File: config.mk
export PLATFORM = sky130hd
export DESIGN_NAME = bencode_stream_tokenizer
export DESIGN_NICKNAME = d
export VERILOG_FILES = /design/src/rtl/bst_pkg.sv /design/src/rtl/bencode_stream_tokenizer.sv
export SDC_FILE = /design/constraint.sdc
export NUM_CORES = 1
export LEC_CHECK = 0
export BUFFER_PORTS_ARGS = -buffer_cell sky130_fd_sc_hd__clkbuf_2
export CORE_MARGIN = 8
export CORE_UTILIZATION = 62
export DETAILED_ROUTE_END_ITERATION = 8
export PLACE_DENSITY = 0.8
export SLEW_MARGIN = 30
export SYNTH_ARGS = -nofsm -noshare
export SYNTH_HDL_FRONTEND = slang
export SYNTH_SLANG_ARGS = --single-unit
File: constraint.sdc
create_clock -name clock -period 7.9 [get_ports clock]
set_input_delay 0.395 -clock clock [delete_from_list [all_inputs] [get_ports clock]]
set_output_delay 0.395 -clock clock [all_outputs]
set_load 0.02 [all_outputs]
File: src/rtl/bst_pkg.sv
// Package for the bencode stream tokenizer: parse phases, codes and character constants.
package bst_pkg;

   // parse phase of the tokenizer
   typedef enum logic [2:0] {
      PH_ITEM     = 3'd0,
      PH_INT_SIGN = 3'd1,
      PH_INT_DIG  = 3'd2,
      PH_LEN      = 3'd3,
      PH_BODY     = 3'd4,
      PH_DONE     = 3'd5,
      PH_ERR      = 3'd6
   } phase_type;

   // state of one open container
   typedef enum logic [1:0] {
      LV_LIST     = 2'd0,
      LV_DICT_KEY = 2'd1,
      LV_DICT_VAL = 2'd2
   } level_type;

   // token event reported with each request
   typedef enum logic [2:0] {
      EV_NONE  = 3'd0,
      EV_INT   = 3'd1,
      EV_HDR   = 3'd2,
      EV_BYTE  = 3'd3,
      EV_LIST  = 3'd4,
      EV_DICT  = 3'd5,
      EV_CLOSE = 3'd6
   } event_type;

   // sticky error codes
   typedef enum logic [2:0] {
      ERR_NONE    = 3'd0,
      ERR_UNEXP   = 3'd1,
      ERR_TRUNC   = 3'd2,
      ERR_DEEP    = 3'd3,
      ERR_LEN_OVF = 3'd4
   } err_type;

   // characters of the encoding
   localparam logic [7:0] CH_INT   = 8'h69;  // 'i'
   localparam logic [7:0] CH_LIST  = 8'h6C;  // 'l'
   localparam logic [7:0] CH_DICT  = 8'h64;  // 'd'
   localparam logic [7:0] CH_END   = 8'h65;  // 'e'
   localparam logic [7:0] CH_COLON = 8'h3A;  // ':'
   localparam logic [7:0] CH_MINUS = 8'h2D;  // '-'
   localparam logic [7:0] CH_ZERO  = 8'h30;  // '0'
   localparam logic [7:0] CH_NINE  = 8'h39;  // '9'

   // result packing
   localparam int DATA_BITS = 152;

   // a value completed inside a container: move a dict to its other slot
   function automatic level_type flip_level(input level_type lv);
      level_type r;
      r = lv;
      if (lv == LV_DICT_KEY) begin
         r = LV_DICT_VAL;
      end else if (lv == LV_DICT_VAL) begin
         r = LV_DICT_KEY;
      end
      return r;
   endfunction

endpackage

File: src/rtl/bencode_stream_tokenizer.sv
// Bencode stream tokenizer: one byte per request in, one token event per request out.
// Result: a request accepted at one clock edge shows its result on rsp_* right after that edge.
// Throughput: one request per cycle while results are taken; the shift-add of the integer and length digits and the
//   nesting stack (one write and one registered read per cycle) all keep that pace.
// Backpressure: req_tready follows the single result register (empty or being taken).
// Reset: synchronous, active high; clears the parse state, counters and the result valid flag.
//   The nesting stack holds no reset value; an entry is always written before it is read.
module bencode_stream_tokenizer
   import bst_pkg::*;
#(
   parameter int MAX_DEPTH  = 16,
   parameter int COUNT_BITS = 32
) (
   input  logic                 clock,
   input  logic                 reset,
   // request channel
   input  logic                 req_tvalid,
   output logic                 req_tready,
   input  logic [7:0]           req_tdata,   // [7:0] data_byte
   input  logic                 req_tuser,   // [0] first_of_buffer
   input  logic                 req_tlast,   // last_of_buffer
   // result channel
   output logic                 rsp_tvalid,
   input  logic                 rsp_tready,
   output logic [DATA_BITS-1:0] rsp_tdata,   // [63:0] int_value, [95:64] string_length,
                                             // [103:96] payload_byte, [104] is_dict_key,
                                             // [109:105] nesting_level, [110] top_done,
                                             // [113:111] error_code, [145:114] bytes_consumed,
                                             // [151:146] zero
   output logic [2:0]           rsp_tuser    // [2:0] event_kind
);

   localparam int DEPTH_W = $clog2(MAX_DEPTH + 1);
   localparam int IDX_W   = (MAX_DEPTH > 1) ? $clog2(MAX_DEPTH) : 1;
   localparam int LEN_W   = COUNT_BITS + 4;

   // parse state
   phase_type              phase_ff, phase_in;
   logic [63:0]            iacc_ff, iacc_in;
   logic                   neg_ff, neg_in;
   logic [COUNT_BITS-1:0]  lacc_ff, lacc_in;
   logic [COUNT_BITS-1:0]  body_ff, body_in;
   logic [DEPTH_W-1:0]     depth_ff, depth_in;
   level_type              top_ff, top_in;
   logic                   key_ff, key_in;
   logic [COUNT_BITS-1:0]  pos_ff, pos_in;
   err_type                err_ff, err_in;

   // nesting stack below the top level: post-close state of each parent
   level_type              stack_mem [MAX_DEPTH];
   logic                   wr_en;
   logic [IDX_W-1:0]       wr_idx;
   level_type              wr_data;
   logic [DEPTH_W-1:0]     rd_dep;
   logic [IDX_W-1:0]       rd_idx;
   level_type              below_rd_ff;
   logic                   fwd_ff;
   level_type              fwd_data_ff;
   level_type              below;

   // result register
   logic                   rsp_valid_ff;
   event_type              ev_kind;
   event_type              rsp_kind_ff;
   logic [63:0]            rsp_ival_ff, rsp_ival_in;
   logic [31:0]            rsp_slen_ff, rsp_slen_in;
   logic [7:0]             rsp_pbyte_ff, rsp_pbyte_in;
   logic                   rsp_key_ff, rsp_key_in;
   logic [4:0]             rsp_nest_ff, rsp_nest_in;
   logic                   rsp_done_ff, rsp_done_in;
   err_type                rsp_err_ff;
   logic [31:0]            rsp_pos_ff, rsp_pos_in;

   // state as seen by this request (first_of_buffer restarts it)
   logic                   req_accept;
   logic                   restart;
   phase_type              cur_phase;
   logic [63:0]            cur_iacc;
   logic                   cur_neg;
   logic [COUNT_BITS-1:0]  cur_lacc;
   logic [COUNT_BITS-1:0]  cur_body;
   logic [DEPTH_W-1:0]     cur_depth;
   logic                   cur_key;
   logic [COUNT_BITS-1:0]  cur_pos;
   err_type                cur_err;
   logic                   at_top;
   level_type              tk;

   // digit arithmetic
   logic                   is_digit;
   logic [3:0]             digit;
   logic [63:0]            iacc_step;
   logic [LEN_W-1:0]       lacc_wide;
   logic [LEN_W-1:0]       lacc_step;
   logic                   len_ovf;
   logic [COUNT_BITS-1:0]  body_dec;

   // handshake
   assign req_tready = !rsp_valid_ff || rsp_tready;
   assign req_accept = req_tvalid && req_tready;
   assign restart    = req_accept && req_tuser;

   assign cur_phase = restart ? PH_ITEM : phase_ff;
   assign cur_iacc  = restart ? 64'd0 : iacc_ff;
   assign cur_neg   = restart ? 1'b0 : neg_ff;
   assign cur_lacc  = restart ? '0 : lacc_ff;
   assign cur_body  = restart ? '0 : body_ff;
   assign cur_depth = restart ? '0 : depth_ff;
   assign cur_key   = restart ? 1'b0 : key_ff;
   assign cur_pos   = restart ? '0 : pos_ff;
   assign cur_err   = restart ? ERR_NONE : err_ff;
   assign at_top    = (cur_depth == '0);
   assign tk        = at_top ? LV_LIST : top_ff;

   // digit decode and shift-add by ten
   assign is_digit  = (req_tdata >= CH_ZERO) && (req_tdata <= CH_NINE);
   assign digit     = req_tdata[3:0];
   assign iacc_step = (cur_iacc << 3) + (cur_iacc << 1) + 64'(digit);
   assign lacc_wide = LEN_W'(cur_lacc);
   assign lacc_step = (lacc_wide << 3) + (lacc_wide << 1) + LEN_W'(digit);
   assign len_ovf   = |lacc_step[LEN_W-1:COUNT_BITS];
   assign body_dec  = cur_body - COUNT_BITS'(1);

   // parent entry below the top: registered read with write forwarding
   assign below  = fwd_ff ? fwd_data_ff : below_rd_ff;
   assign rd_dep = depth_in - DEPTH_W'(2);
   assign rd_idx = rd_dep[IDX_W-1:0];

   // next state
   always_comb begin
      err_type   step_err;
      logic      vdone;
      logic [DEPTH_W-1:0] dep_m1;
      phase_in = phase_ff;
      iacc_in  = iacc_ff;
      neg_in   = neg_ff;
      lacc_in  = lacc_ff;
      body_in  = body_ff;
      depth_in = depth_ff;
      top_in   = top_ff;
      key_in   = key_ff;
      pos_in   = pos_ff;
      err_in   = err_ff;
      ev_kind  = EV_NONE;
      wr_en    = 1'b0;
      dep_m1   = cur_depth - DEPTH_W'(1);
      wr_idx   = dep_m1[IDX_W-1:0];
      wr_data  = flip_level(tk);
      step_err = ERR_NONE;
      vdone    = 1'b0;
      if (req_accept) begin
         phase_in = cur_phase;
         iacc_in  = cur_iacc;
         neg_in   = cur_neg;
         lacc_in  = cur_lacc;
         body_in  = cur_body;
         depth_in = cur_depth;
         key_in   = cur_key;
         pos_in   = cur_pos;
         err_in   = cur_err;
         unique case (cur_phase)
            PH_ITEM: begin
               if (req_tdata == CH_END) begin
                  if (at_top || tk == LV_DICT_VAL) begin
                     step_err = ERR_UNEXP;
                  end else begin
                     // pop: the parent entry already holds its post-close slot
                     depth_in = dep_m1;
                     ev_kind  = EV_CLOSE;
                     if (dep_m1 == '0) begin
                        phase_in = PH_DONE;
                     end else begin
                        top_in   = below;
                        phase_in = PH_ITEM;
                     end
                  end
               end else if (is_digit) begin
                  key_in   = !at_top && tk == LV_DICT_KEY;
                  lacc_in  = COUNT_BITS'(digit);
                  phase_in = PH_LEN;
               end else if (!at_top && tk == LV_DICT_KEY) begin
                  step_err = ERR_UNEXP;
               end else if (req_tdata == CH_INT) begin
                  iacc_in  = 64'd0;
                  neg_in   = 1'b0;
                  phase_in = PH_INT_SIGN;
               end else if (req_tdata == CH_LIST || req_tdata == CH_DICT) begin
                  if (cur_depth >= DEPTH_W'(MAX_DEPTH)) begin
                     step_err = ERR_DEEP;
                  end else begin
                     // push: park the parent in the stack, the new container is the top
                     wr_en    = !at_top;
                     top_in   = (req_tdata == CH_LIST) ? LV_LIST : LV_DICT_KEY;
                     depth_in = cur_depth + DEPTH_W'(1);
                     ev_kind  = (req_tdata == CH_LIST) ? EV_LIST : EV_DICT;
                     phase_in = PH_ITEM;
                  end
               end else begin
                  step_err = ERR_UNEXP;
               end
            end
            PH_INT_SIGN, PH_INT_DIG: begin
               if (cur_phase == PH_INT_SIGN && req_tdata == CH_MINUS) begin
                  neg_in   = 1'b1;
                  phase_in = PH_INT_DIG;
               end else if (is_digit) begin
                  iacc_in  = iacc_step;
                  phase_in = PH_INT_DIG;
               end else if (req_tdata == CH_END) begin
                  ev_kind = EV_INT;
                  vdone   = 1'b1;
               end else begin
                  step_err = ERR_UNEXP;
               end
            end
            PH_LEN: begin
               if (is_digit) begin
                  if (len_ovf) begin
                     step_err = ERR_LEN_OVF;
                  end else begin
                     lacc_in = lacc_step[COUNT_BITS-1:0];
                  end
               end else if (req_tdata == CH_COLON) begin
                  ev_kind = EV_HDR;
                  body_in = cur_lacc;
                  if (cur_lacc == '0) begin
                     vdone = 1'b1;
                  end else begin
                     phase_in = PH_BODY;
                  end
               end else begin
                  step_err = ERR_UNEXP;
               end
            end
            PH_BODY: begin
               ev_kind = EV_BYTE;
               body_in = body_dec;
               vdone   = (body_dec == '0);
            end
            PH_DONE, PH_ERR: begin
               // parse finished: bytes are ignored until a restart
            end
            default: begin
               step_err = ERR_UNEXP;
            end
         endcase

         // a value completed: finish the parse or advance the enclosing slot
         if (vdone) begin
            if (at_top) begin
               phase_in = PH_DONE;
            end else begin
               top_in   = flip_level(top_ff);
               phase_in = PH_ITEM;
            end
         end

         // sticky error, byte count and truncation
         if (cur_phase != PH_DONE && cur_phase != PH_ERR) begin
            if (step_err != ERR_NONE) begin
               err_in   = step_err;
               phase_in = PH_ERR;
            end else begin
               pos_in = cur_pos + COUNT_BITS'(1);
               if (req_tlast && phase_in != PH_DONE) begin
                  err_in   = ERR_TRUNC;
                  phase_in = PH_ERR;
               end
            end
         end
      end
   end

   // result fields
   always_comb begin
      rsp_ival_in  = 64'd0;
      rsp_slen_in  = 32'd0;
      rsp_pbyte_in = 8'd0;
      rsp_key_in   = 1'b0;
      case (ev_kind)
         EV_INT: begin
            rsp_ival_in = cur_neg ? (64'd0 - cur_iacc) : cur_iacc;
         end
         EV_HDR: begin
            rsp_slen_in = 32'(cur_lacc);
            rsp_key_in  = cur_key;
         end
         EV_BYTE: begin
            rsp_pbyte_in = req_tdata;
            rsp_key_in   = cur_key;
         end
         default: begin
         end
      endcase
      rsp_nest_in = 5'(depth_in);
      rsp_done_in = (phase_in == PH_DONE);
      rsp_pos_in  = 32'(pos_in);
   end

   // parse state registers
   always_ff @(posedge clock) begin
      if (reset) begin
         phase_ff <= PH_ITEM;
         iacc_ff  <= 64'd0;
         neg_ff   <= 1'b0;
         lacc_ff  <= '0;
         body_ff  <= '0;
         depth_ff <= '0;
         top_ff   <= LV_LIST;
         key_ff   <= 1'b0;
         pos_ff   <= '0;
         err_ff   <= ERR_NONE;
         fwd_ff   <= 1'b0;
      end else begin
         phase_ff <= phase_in;
         iacc_ff  <= iacc_in;
         neg_ff   <= neg_in;
         lacc_ff  <= lacc_in;
         body_ff  <= body_in;
         depth_ff <= depth_in;
         top_ff   <= top_in;
         key_ff   <= key_in;
         pos_ff   <= pos_in;
         err_ff   <= err_in;
         fwd_ff   <= wr_en && (wr_idx == rd_idx);
      end
   end

   // nesting stack memory
   always_ff @(posedge clock) begin
      if (wr_en) begin
         stack_mem[wr_idx] <= wr_data;
      end
      below_rd_ff <= stack_mem[rd_idx];
      fwd_data_ff <= wr_data;
   end

   // result register
   always_ff @(posedge clock) begin
      if (reset) begin
         rsp_valid_ff <= 1'b0;
      end else if (req_accept) begin
         rsp_valid_ff <= 1'b1;
      end else if (rsp_tready) begin
         rsp_valid_ff <= 1'b0;
      end
   end

   always_ff @(posedge clock) begin
      if (req_accept) begin
         rsp_kind_ff  <= ev_kind;
         rsp_ival_ff  <= rsp_ival_in;
         rsp_slen_ff  <= rsp_slen_in;
         rsp_pbyte_ff <= rsp_pbyte_in;
         rsp_key_ff   <= rsp_key_in;
         rsp_nest_ff  <= rsp_nest_in;
         rsp_done_ff  <= rsp_done_in;
         rsp_err_ff   <= err_in;
         rsp_pos_ff   <= rsp_pos_in;
      end
   end

   assign rsp_tvalid = rsp_valid_ff;
   assign rsp_tuser  = rsp_kind_ff;
   assign rsp_tdata  = {6'd0, rsp_pos_ff, rsp_err_ff, rsp_done_ff, rsp_nest_ff, rsp_key_ff,
                        rsp_pbyte_ff, rsp_slen_ff, rsp_ival_ff};

   // checks
   a_depth_bound: assert property (@(posedge clock) disable iff (reset)
      depth_ff <= DEPTH_W'(MAX_DEPTH))
      else $error("nesting depth above MAX_DEPTH");

   a_body_nonzero: assert property (@(posedge clock) disable iff (reset)
      phase_ff == PH_BODY |-> body_ff != '0)
      else $error("string body phase with nothing remaining");

   a_err_phase: assert property (@(posedge clock) disable iff (reset)
      (phase_ff == PH_ERR) == (err_ff != ERR_NONE))
      else $error("sticky error and error phase disagree");

   a_pos_hold: assert property (@(posedge clock) disable iff (reset)
      !req_accept |=> $stable(pos_ff))
      else $error("byte count moved without a request");

   a_done_clean: assert property (@(posedge clock) disable iff (reset)
      rsp_valid_ff && rsp_done_ff |-> rsp_err_ff == ERR_NONE)
      else $error("completion reported together with an error");

endmodule

==> results by group, run 1 <==
Status
  – Run status: finished clean

Placed design
  – I/O Buffers: 164
  – DP HPWL: 53.6 mm
  – GP Congestion: 0.978

Layout
  – Layout cell share with drive strength beyond 1: 0.108
  – Fin util: 0.690
  – Antenna cells: 0
  – # nets final: 3,091
  – Area Growth Syn to Fin: 10.5%

Logic synthesis
  – Top cells by area, synth: edfxtp_1 (22%), dfxtp_1 (15%), ha_1 (10%)
  – Seq/Total Area, Yosys: 0.368
  – Post-synthesis async set-or-reset flop share: 0
  – Syn Inst Count: roughly 2.8k
  – Syn avg cell area: about 9 µm²
  – Synth Warn #: 0
  – Unique masters post-synth: 98
  – FF+latch count, synth: 362
  – Post-synth top area cell: edfxtp_1
  – Share of the synthesized area in the top cell type: 0.221
  – Synthesized area: 24,600 µm²
  – Prevailing post-synth register cell: edfxtp_1
  – Post-synth EDFFs: 181

Floorplan
  – Core area: 39,500 µm²
  – Starting Density: 0.624
  – Chip width: 215 µm
  – DIE HEIGHT: ~220 µm
  – Rows: 73
  – Die footprint: ~46,000 µm²
  – Top Ports: 171

Power
  – Logic pwr share: 0.113
  – Sequential share of power: 0.451
  – Static Leak: 12.2 nW
  – Switching Share: 0.269
  – Clock network power share: 0.436
  – Power per cell area: 168 nW/µm²
  – P_sw: roughly 1.2 mW
  – Worst vdd ir: between 0.15 and 0.2 mV
  – Int Pwr: approximately 3.3 mW

STA
  – Endpoints failing hold: 0
  – Setup TNS: 0 ps
  – Post-route clock period utilization: 0.826
  – Minimum clock period: around 6500 ps
  – Slew at the pin closest to its max-slew limit: 1040 ps
  – Finish-stage setup viols: 0
  – Final Max Tran Viols: 0
  – Slew HR: 0.305
  – FMAX: 0.153 GHz
  – Worst Skew: 50.3 ps
  – RSZ-0062 raised after global routing: false

Detailed routing
  – Vias/cell: between 6 and 7
  – Post-DRT Antenna Nets: 0
  – DR iter-0 viols: between 2k and 3k
  – Drt wl/cell: roughly 22 µm
  – DR DRC count: 0
  – Vias: ~22k
  – Final wirelength: 74.9 mm
  – Router iterations before antenna repair: 6

CTS
  – Clk buf depth: 3
  – CTS tree: built
  – Post-CTS Hold Fix Bufs: 0
  – CTS resizes: 0
  – Postcts setup bufs: 0
  – Clk_lat worst skew: about 600 ps
  – CTS H-tree lvls: 2
  – Clk sinks: 362
  – Clock-pin slew on the worst setup and hold paths: 70 ps
  – Root Buffer: clkbuf_16
  – Inserted Clock Buffers: 40

Setup path
  – Reg2reg start: rsp_tvalid$_SDFFE_PP0P_
  – Crit. End Element: flop
  – Crit-path max cell delay: between 700 and 800 ps
  – Reg2Reg Setup Slack: ~1400 ps
  – Worst endpoint data arrival time: between 7000 and 8000 ps
  – Critical Path Source Type: flop
  – Slowest-stage cell, CP: o311ai_0
  – Beginning of the critical path: rsp_tvalid$_SDFFE_PP0P_
  – Maximum net fanout on the critical path: about 70
  – Worst Path Class, Setup: flop to flop
  – Crit path cell chain: nor2b_1, inv_2, nand3_4, buf_12, nand2_1, inv_1, fa_1, inv_1, fa_1, nor2b_1, o31a_1, o311ai_0, o311ai_0, a22oi_1, a21oi_1, o211ai_1, o21a_1, mux2i_1, nor2_1, a31oi_1
  – Critical Path RT: between 8000 and 9000 ps

Global routing
  – Initial antenna violation count: 0
  – GRT Total Usage: 0.306
  – Total congestion overflow: 0
  – First-pass GRT wire length: 116 mm
  – Largest net degree at the start of global routing: 133
  – Vias in the first global route: roughly 21k

Flow run
  – Max Cap Viol: 0

Min path
  – Hold Path Class: input pin to flop
  – HP Start: req_tdata[5]
==> metal layers <==
metal / vias up / track usage / share of wire
met1: 10700 / 0.407 / 0.42
met2: 1104 / 0.490 / 0.46
li1: 10400 / - / -
met4: 0 / 0.121 / 0.039
met5: - / 0 / 0
met3: 195 / 0.0551 / 0.089
==> power groups by stage <==
stage	logic [mW]	clock network, mW	registers [mW]
2_1_floorplan	0.300	0	2.14
3_3_place_gp	0.492	0	2.10
3_5_place_dp	0.498	0	2.10
4_1_cts	0.501	2.01	2.06
5_1_grt	0.550	2.07	2.06
6_report	0.514	1.99	2.06
==> cell usage after synthesis, types with 13 or more instances <==
cell,count
dfxtp_1,181
clkbuf_1,113
o21a_1,20
and2_1,109
nor2_1,359
xnor2_1,94
and3_1,34
nor2b_1,23
nor4_1,41
nor3_1,56
a31oi_1,28
nand2b_1,15
xor2_1,100
nand3_1,51
o31ai_1,24
o21bai_1,13
a22oi_1,78
a21o_1,77
mux2i_1,28
o22ai_1,17
o211ai_1,14
edfxtp_1,181
a21oi_1,163
a211oi_1,19
ha_1,196
o21ai_0,142
nand2_1,228
buf_2,14
nand4_1,27
inv_1,85
or3_1,24
==> critical path, delay by kind of cell (launching register included) <==
kind,cells,cell delay [ps]
buf+inv,4,870
simple gates,5,1290
compound gates,8,2990
mux,1,210
flops,1,340
fa+ha+maj,2,680
==> registers in the layout (all words and copies together), names as in the netlist, 8 cells and up <==
register      count
rsp_slen_ff      32
lacc_ff          32
pos_ff           32
rsp_pbyte_ff      8
iacc_ff          64
rsp_pos_ff       32
body_ff          32
stack_mem        32
rsp_ival_ff      64
==> layout by cell type, fill, tap and decap left out, drive strengths merged, types with 13 or more instances in the layout <==
cell type	n
a211oi	21
a21o	78
a21oi	163
a22oi	78
a31oi	28
and2	111
and3	34
buf	29
clkbuf	218
dfxtp	181
edfxtp	181
ha	196
inv	89
mux2i	28
nand2	228
nand2b	15
nand3	51
nand4	27
nor2	360
nor2b	23
nor3	57
nor4	48
o211ai	15
o21a	20
o21ai	146
o21bai	13
o22ai	17
o31ai	25
or3	25
xnor2	94
xor2	100
==> metrics by stage <==
step                      std cells  instance area (µm²)  hold WS, ps  total power, mW  setup WS (ps)
after floorplan                2793                24600          446             2.44           1230
after CTS                      3434                27200          153             4.57           1620
after global placement         3360                25800          467             2.59           1790
after global routing           3434                27200          178             4.68            900
after detailed placement       3360                25800          475             2.60           1550
final                          3434                27200          168             4.56           1380
==> worst paths after layout <==
kind                                         to  cells after the start
setup / recovery       iacc_ff[62]$_SDFFE_PP0N_                     20
setup reg to reg       iacc_ff[62]$_SDFFE_PP0N_                     20
hold reg to reg        body_ff[29]$_SDFFE_PP0N_                      2
hold / removal    rsp_pbyte_ff[5]$_SDFFCE_PN0N_                      2
==> cell type report <==
class,instances,area [µm²]
repair buffers,192,1070
fillers,3089,12200
flip-flops and latches,362,9060
clock inverters,19,294
well taps,525,657
clock buffers,55,1080
inverters,87,334
multi-input cells,2194,14700
==> cells by family (layout without fill, tap and decap cells) <==
logic type / count (synthesis) / in the layout / synth area share
simple gates: 1041 / 1041 / 0.208
xor+xnor: 194 / 194 / 0.0690
other cells: 1 / 6 / 0.000152
mux: 43 / 43 / 0.0230
fa+ha+maj: 200 / 200 / 0.103
compound gates: 710 / 710 / 0.191
flops: 362 / 362 / 0.368
buf+inv: 237 / 353 / 0.0386
Power figures use the tool's default switching activity.
==> run 2: changes to the inputs <==
--- a/config.mk
+++ b/config.mk
@@ -7,9 +7,9 @@
 export LEC_CHECK = 0
 export BUFFER_PORTS_ARGS = -buffer_cell sky130_fd_sc_hd__clkbuf_2
 export CORE_MARGIN = 8
-export CORE_UTILIZATION = 62
+export CORE_UTILIZATION = 56
 export DETAILED_ROUTE_END_ITERATION = 8
-export PLACE_DENSITY = 0.8
+export PLACE_DENSITY = 0.76
 export SLEW_MARGIN = 30
 export SYNTH_ARGS = -nofsm -noshare
 export SYNTH_HDL_FRONTEND = slang
==> constraint.sdc (replaced) <==
create_clock -name clock -period 5.9 [get_ports clock]
set_input_delay 0.295 -clock clock [delete_from_list [all_inputs] [get_ports clock]]
set_output_delay 0.295 -clock clock [all_outputs]
set_load 0.02 [all_outputs]
==> run 2 against run 1 <==
  * First-iteration DRC count about the same
  * Register-to-register slack worse by 920 ps
  * Critical path depth unchanged
  * Clock power up 31%
  * Sequential cell count unchanged
  * Utilization down 5.9 points
  * Sequential share of layout area down 0.52 points
==> results by group, run 2 (same netlist as run 1, synthesis figures left out) <==
Status
  – Run status: finished clean

Setup path
  – Crit. End Element: flop
  – Slowest-stage cell, CP: fa_1
  – Worst Path Class, Setup: flop to flop
  – Worst endpoint data arrival time: slightly below 6000 ps
  – Cell count of the worst reg-to-reg path: 20
  – WP buf/inv: 4
  – Maximum net fanout on the critical path: between 60 and 70
  – Top Family by Delay on Critical Path: compound AO/OA/AOI/OAI gates
  – Critical Path Source Type: flop
  – Critical Path RT: 6390 ps
  – Crit-path max cell delay: 520 ps
  – Levels on crit path: 20
  – Crit path cell chain: nor2b_1, inv_2, nand3_4, buf_12, and2_1, fa_1, inv_1, fa_1, nor2b_1, o31a_1, o311ai_0, buf_4, o311a_1, o21ai_0, nand4bb_1, a31oi_1, a221oi_1, a21oi_1, xnor2_1, a211oi_1

Placed design
  – Placed Area: 26,300 µm²
  – I/O Buffers: about 160
  – GP Congestion: around 0.95
  – Place WS: 588 ps
  – Placed instance count: 3,465
  – DP HPWL: 54.7 mm

Floorplan
  – Chip width: 226 µm
  – Rows: 77
  – Die footprint: 50,900 µm²
  – DIE HEIGHT: 226 µm
  – Starting Density: 0.562
  – Top Ports: 171
  – Core area: 43,800 µm²

Layout
  – Antenna cells: 0
  – Commonest non-fill, non-tap cells in the layout: nor2_1 (356), nand2_1 (228), ha_1 (196), edfxtp_1 (181), dfxtp_1 (179)
  – Largest regs: iacc_ff x64, rsp_ival_ff x64
  – Fin util: 0.630
  – Non-filler cells, final: 3,541
  – Layout cell share with drive strength beyond 1: 0.123
  – Register Area: approximately 9100 µm²
  – # nets final: 3,130
  – Commonest non-fill, non-tap cell in the layout: nor2_1
  – Area Growth Syn to Fin: 12.3%
  – Filler Cells Inserted: 3,705
  – Fin area: 27,600 µm²
  – Area of the multi-input gates: 14,700 µm²

Min path
  – WHS Path Cells: 2
  – Hold Path Class: input pin to flop

STA
  – Setup TNS: 0 ps
  – Slew at the pin closest to its max-slew limit: 964 ps
  – Setup WS post-layout: 452 ps
  – Final Max Tran Viols: 0
  – FMAX: approximately 0.18 GHz
  – Worst Skew: 21.3 ps
  – RSZ-0062 raised after global routing: false
  – Endpoints failing hold: 0
  – Post-route clock period utilization: 0.923
  – Hold_ws: 96.8 ps
  – Minimum clock period: 5450 ps
  – Slew HR: 0.357
  – Finish-stage setup viols: 0

CTS
  – Clk_lat worst skew: 580 ps
  – CTS H-tree lvls: 2
  – Clock-pin slew on the worst setup and hold paths: approximately 70 ps
  – CTS tree: built
  – Root Buffer: clkbuf_16
  – Post-CTS Hold Fix Bufs: 0
  – Clk sinks: ~360
  – Postcts setup bufs: 0
  – Inserted Clock Buffers: 41
  – Clk buf depth: 3
  – CTS resizes: 0

Global routing
  – Largest net degree at the start of global routing: 83
  – First-pass GRT wire length: 119 mm
  – Total congestion overflow: 0
  – Initial antenna violation count: 0
  – GRT Total Usage: 0.287
  – Vias in the first global route: approximately 22k

Power
  – Static Leak: around 12 nW
  – Total power: 6.07 mW
  – Worst vdd ir: roughly 0.26 mV
  – Power per cell area: 220 nW/µm²

Detailed routing
  – DR iter-0 viols: 2,540
  – Router iterations before antenna repair: 6
  – DR DRC count: 0
  – Vias: 22.5k
  – Post-DRT Antenna Nets: 0
  – Final wirelength: around 75 mm
  – Vias/cell: 6.35
  – Drt wl/cell: 21.2 µm

Flow run
  – Max Cap Viol: 0
[run 2: changes by cell type in the layout (fill, tap and decap cells not counted), sizes merged]
cell / before / now
clkbuf: 218 / 212
buf: 29 / 67
clkinvlp: 0 / 5
bufinv: 6 / 4
clkinv: 11 / 16
[run 2: where the power goes]
group          switching [mW]  leakage [nW]  internal [mW]  total (mW)
clock                    1.10         0.646           1.50        2.60
combinational           0.497          8.49          0.217       0.713
sequential             0.0530          3.28           2.71        2.76
total                    1.65          12.4           4.42        6.07
[run 2: path summary, 6_finish.rpt]
kind	start	to	slack, ps
worst max-delay path	rsp_tvalid$_SDFFE_PP0P_	iacc_ff[48]$_SDFFE_PP0N_	450
worst min-delay path	req_tdata[4]	rsp_pbyte_ff[4]$_SDFFCE_PN0N_	100
worst max register to register	rsp_tvalid$_SDFFE_PP0P_	iacc_ff[48]$_SDFFE_PP0N_	450
worst min register to register	iacc_ff[59]$_SDFFE_PP0N_	iacc_ff[59]$_SDFFE_PP0N_	490
[run 2: final cells by class]
cell class | count | area share
Multi-Input combinational cell | 2194 | 0.533
Timing Repair Buffer | 230 | 0.0510
Clock inverter | 27 | 0.00955
Tap cell | 592 | 0.0268
Clock buffer | 49 | 0.0393
Sequential cell | 362 | 0.328
Inverter | 87 | 0.0121
[run 2: routing by layer]
layer / up-vias / part of all wire / wire [µm] / global-route usage
met1: 10800 / 0.44 / 32700 / 0.400
met4: 0 / 0.034 / 2520 / 0.104
met3: 169 / 0.084 / 6290 / 0.0431
met5: - / 0 / 0 / 0
met2: 1053 / 0.45 / 33600 / 0.450
li1: 10400 / - / - / -
[run 2: worst register-to-register path, stage by stage, from the launching register on]
cell and delay, ps:
dfxtp_2 320, nor2b_1 150, inv_2 80, nand3_4 240
buf_12 330, and2_1 240, fa_1 520, inv_1 70
fa_1 460, nor2b_1 190, o31a_1 220, o311ai_0 160
buf_4 180, o311a_1 360, o21ai_0 340, nand4bb_1 190
a31oi_1 520, a221oi_1 260, a21oi_1 230, xnor2_1 80
a211oi_1 210
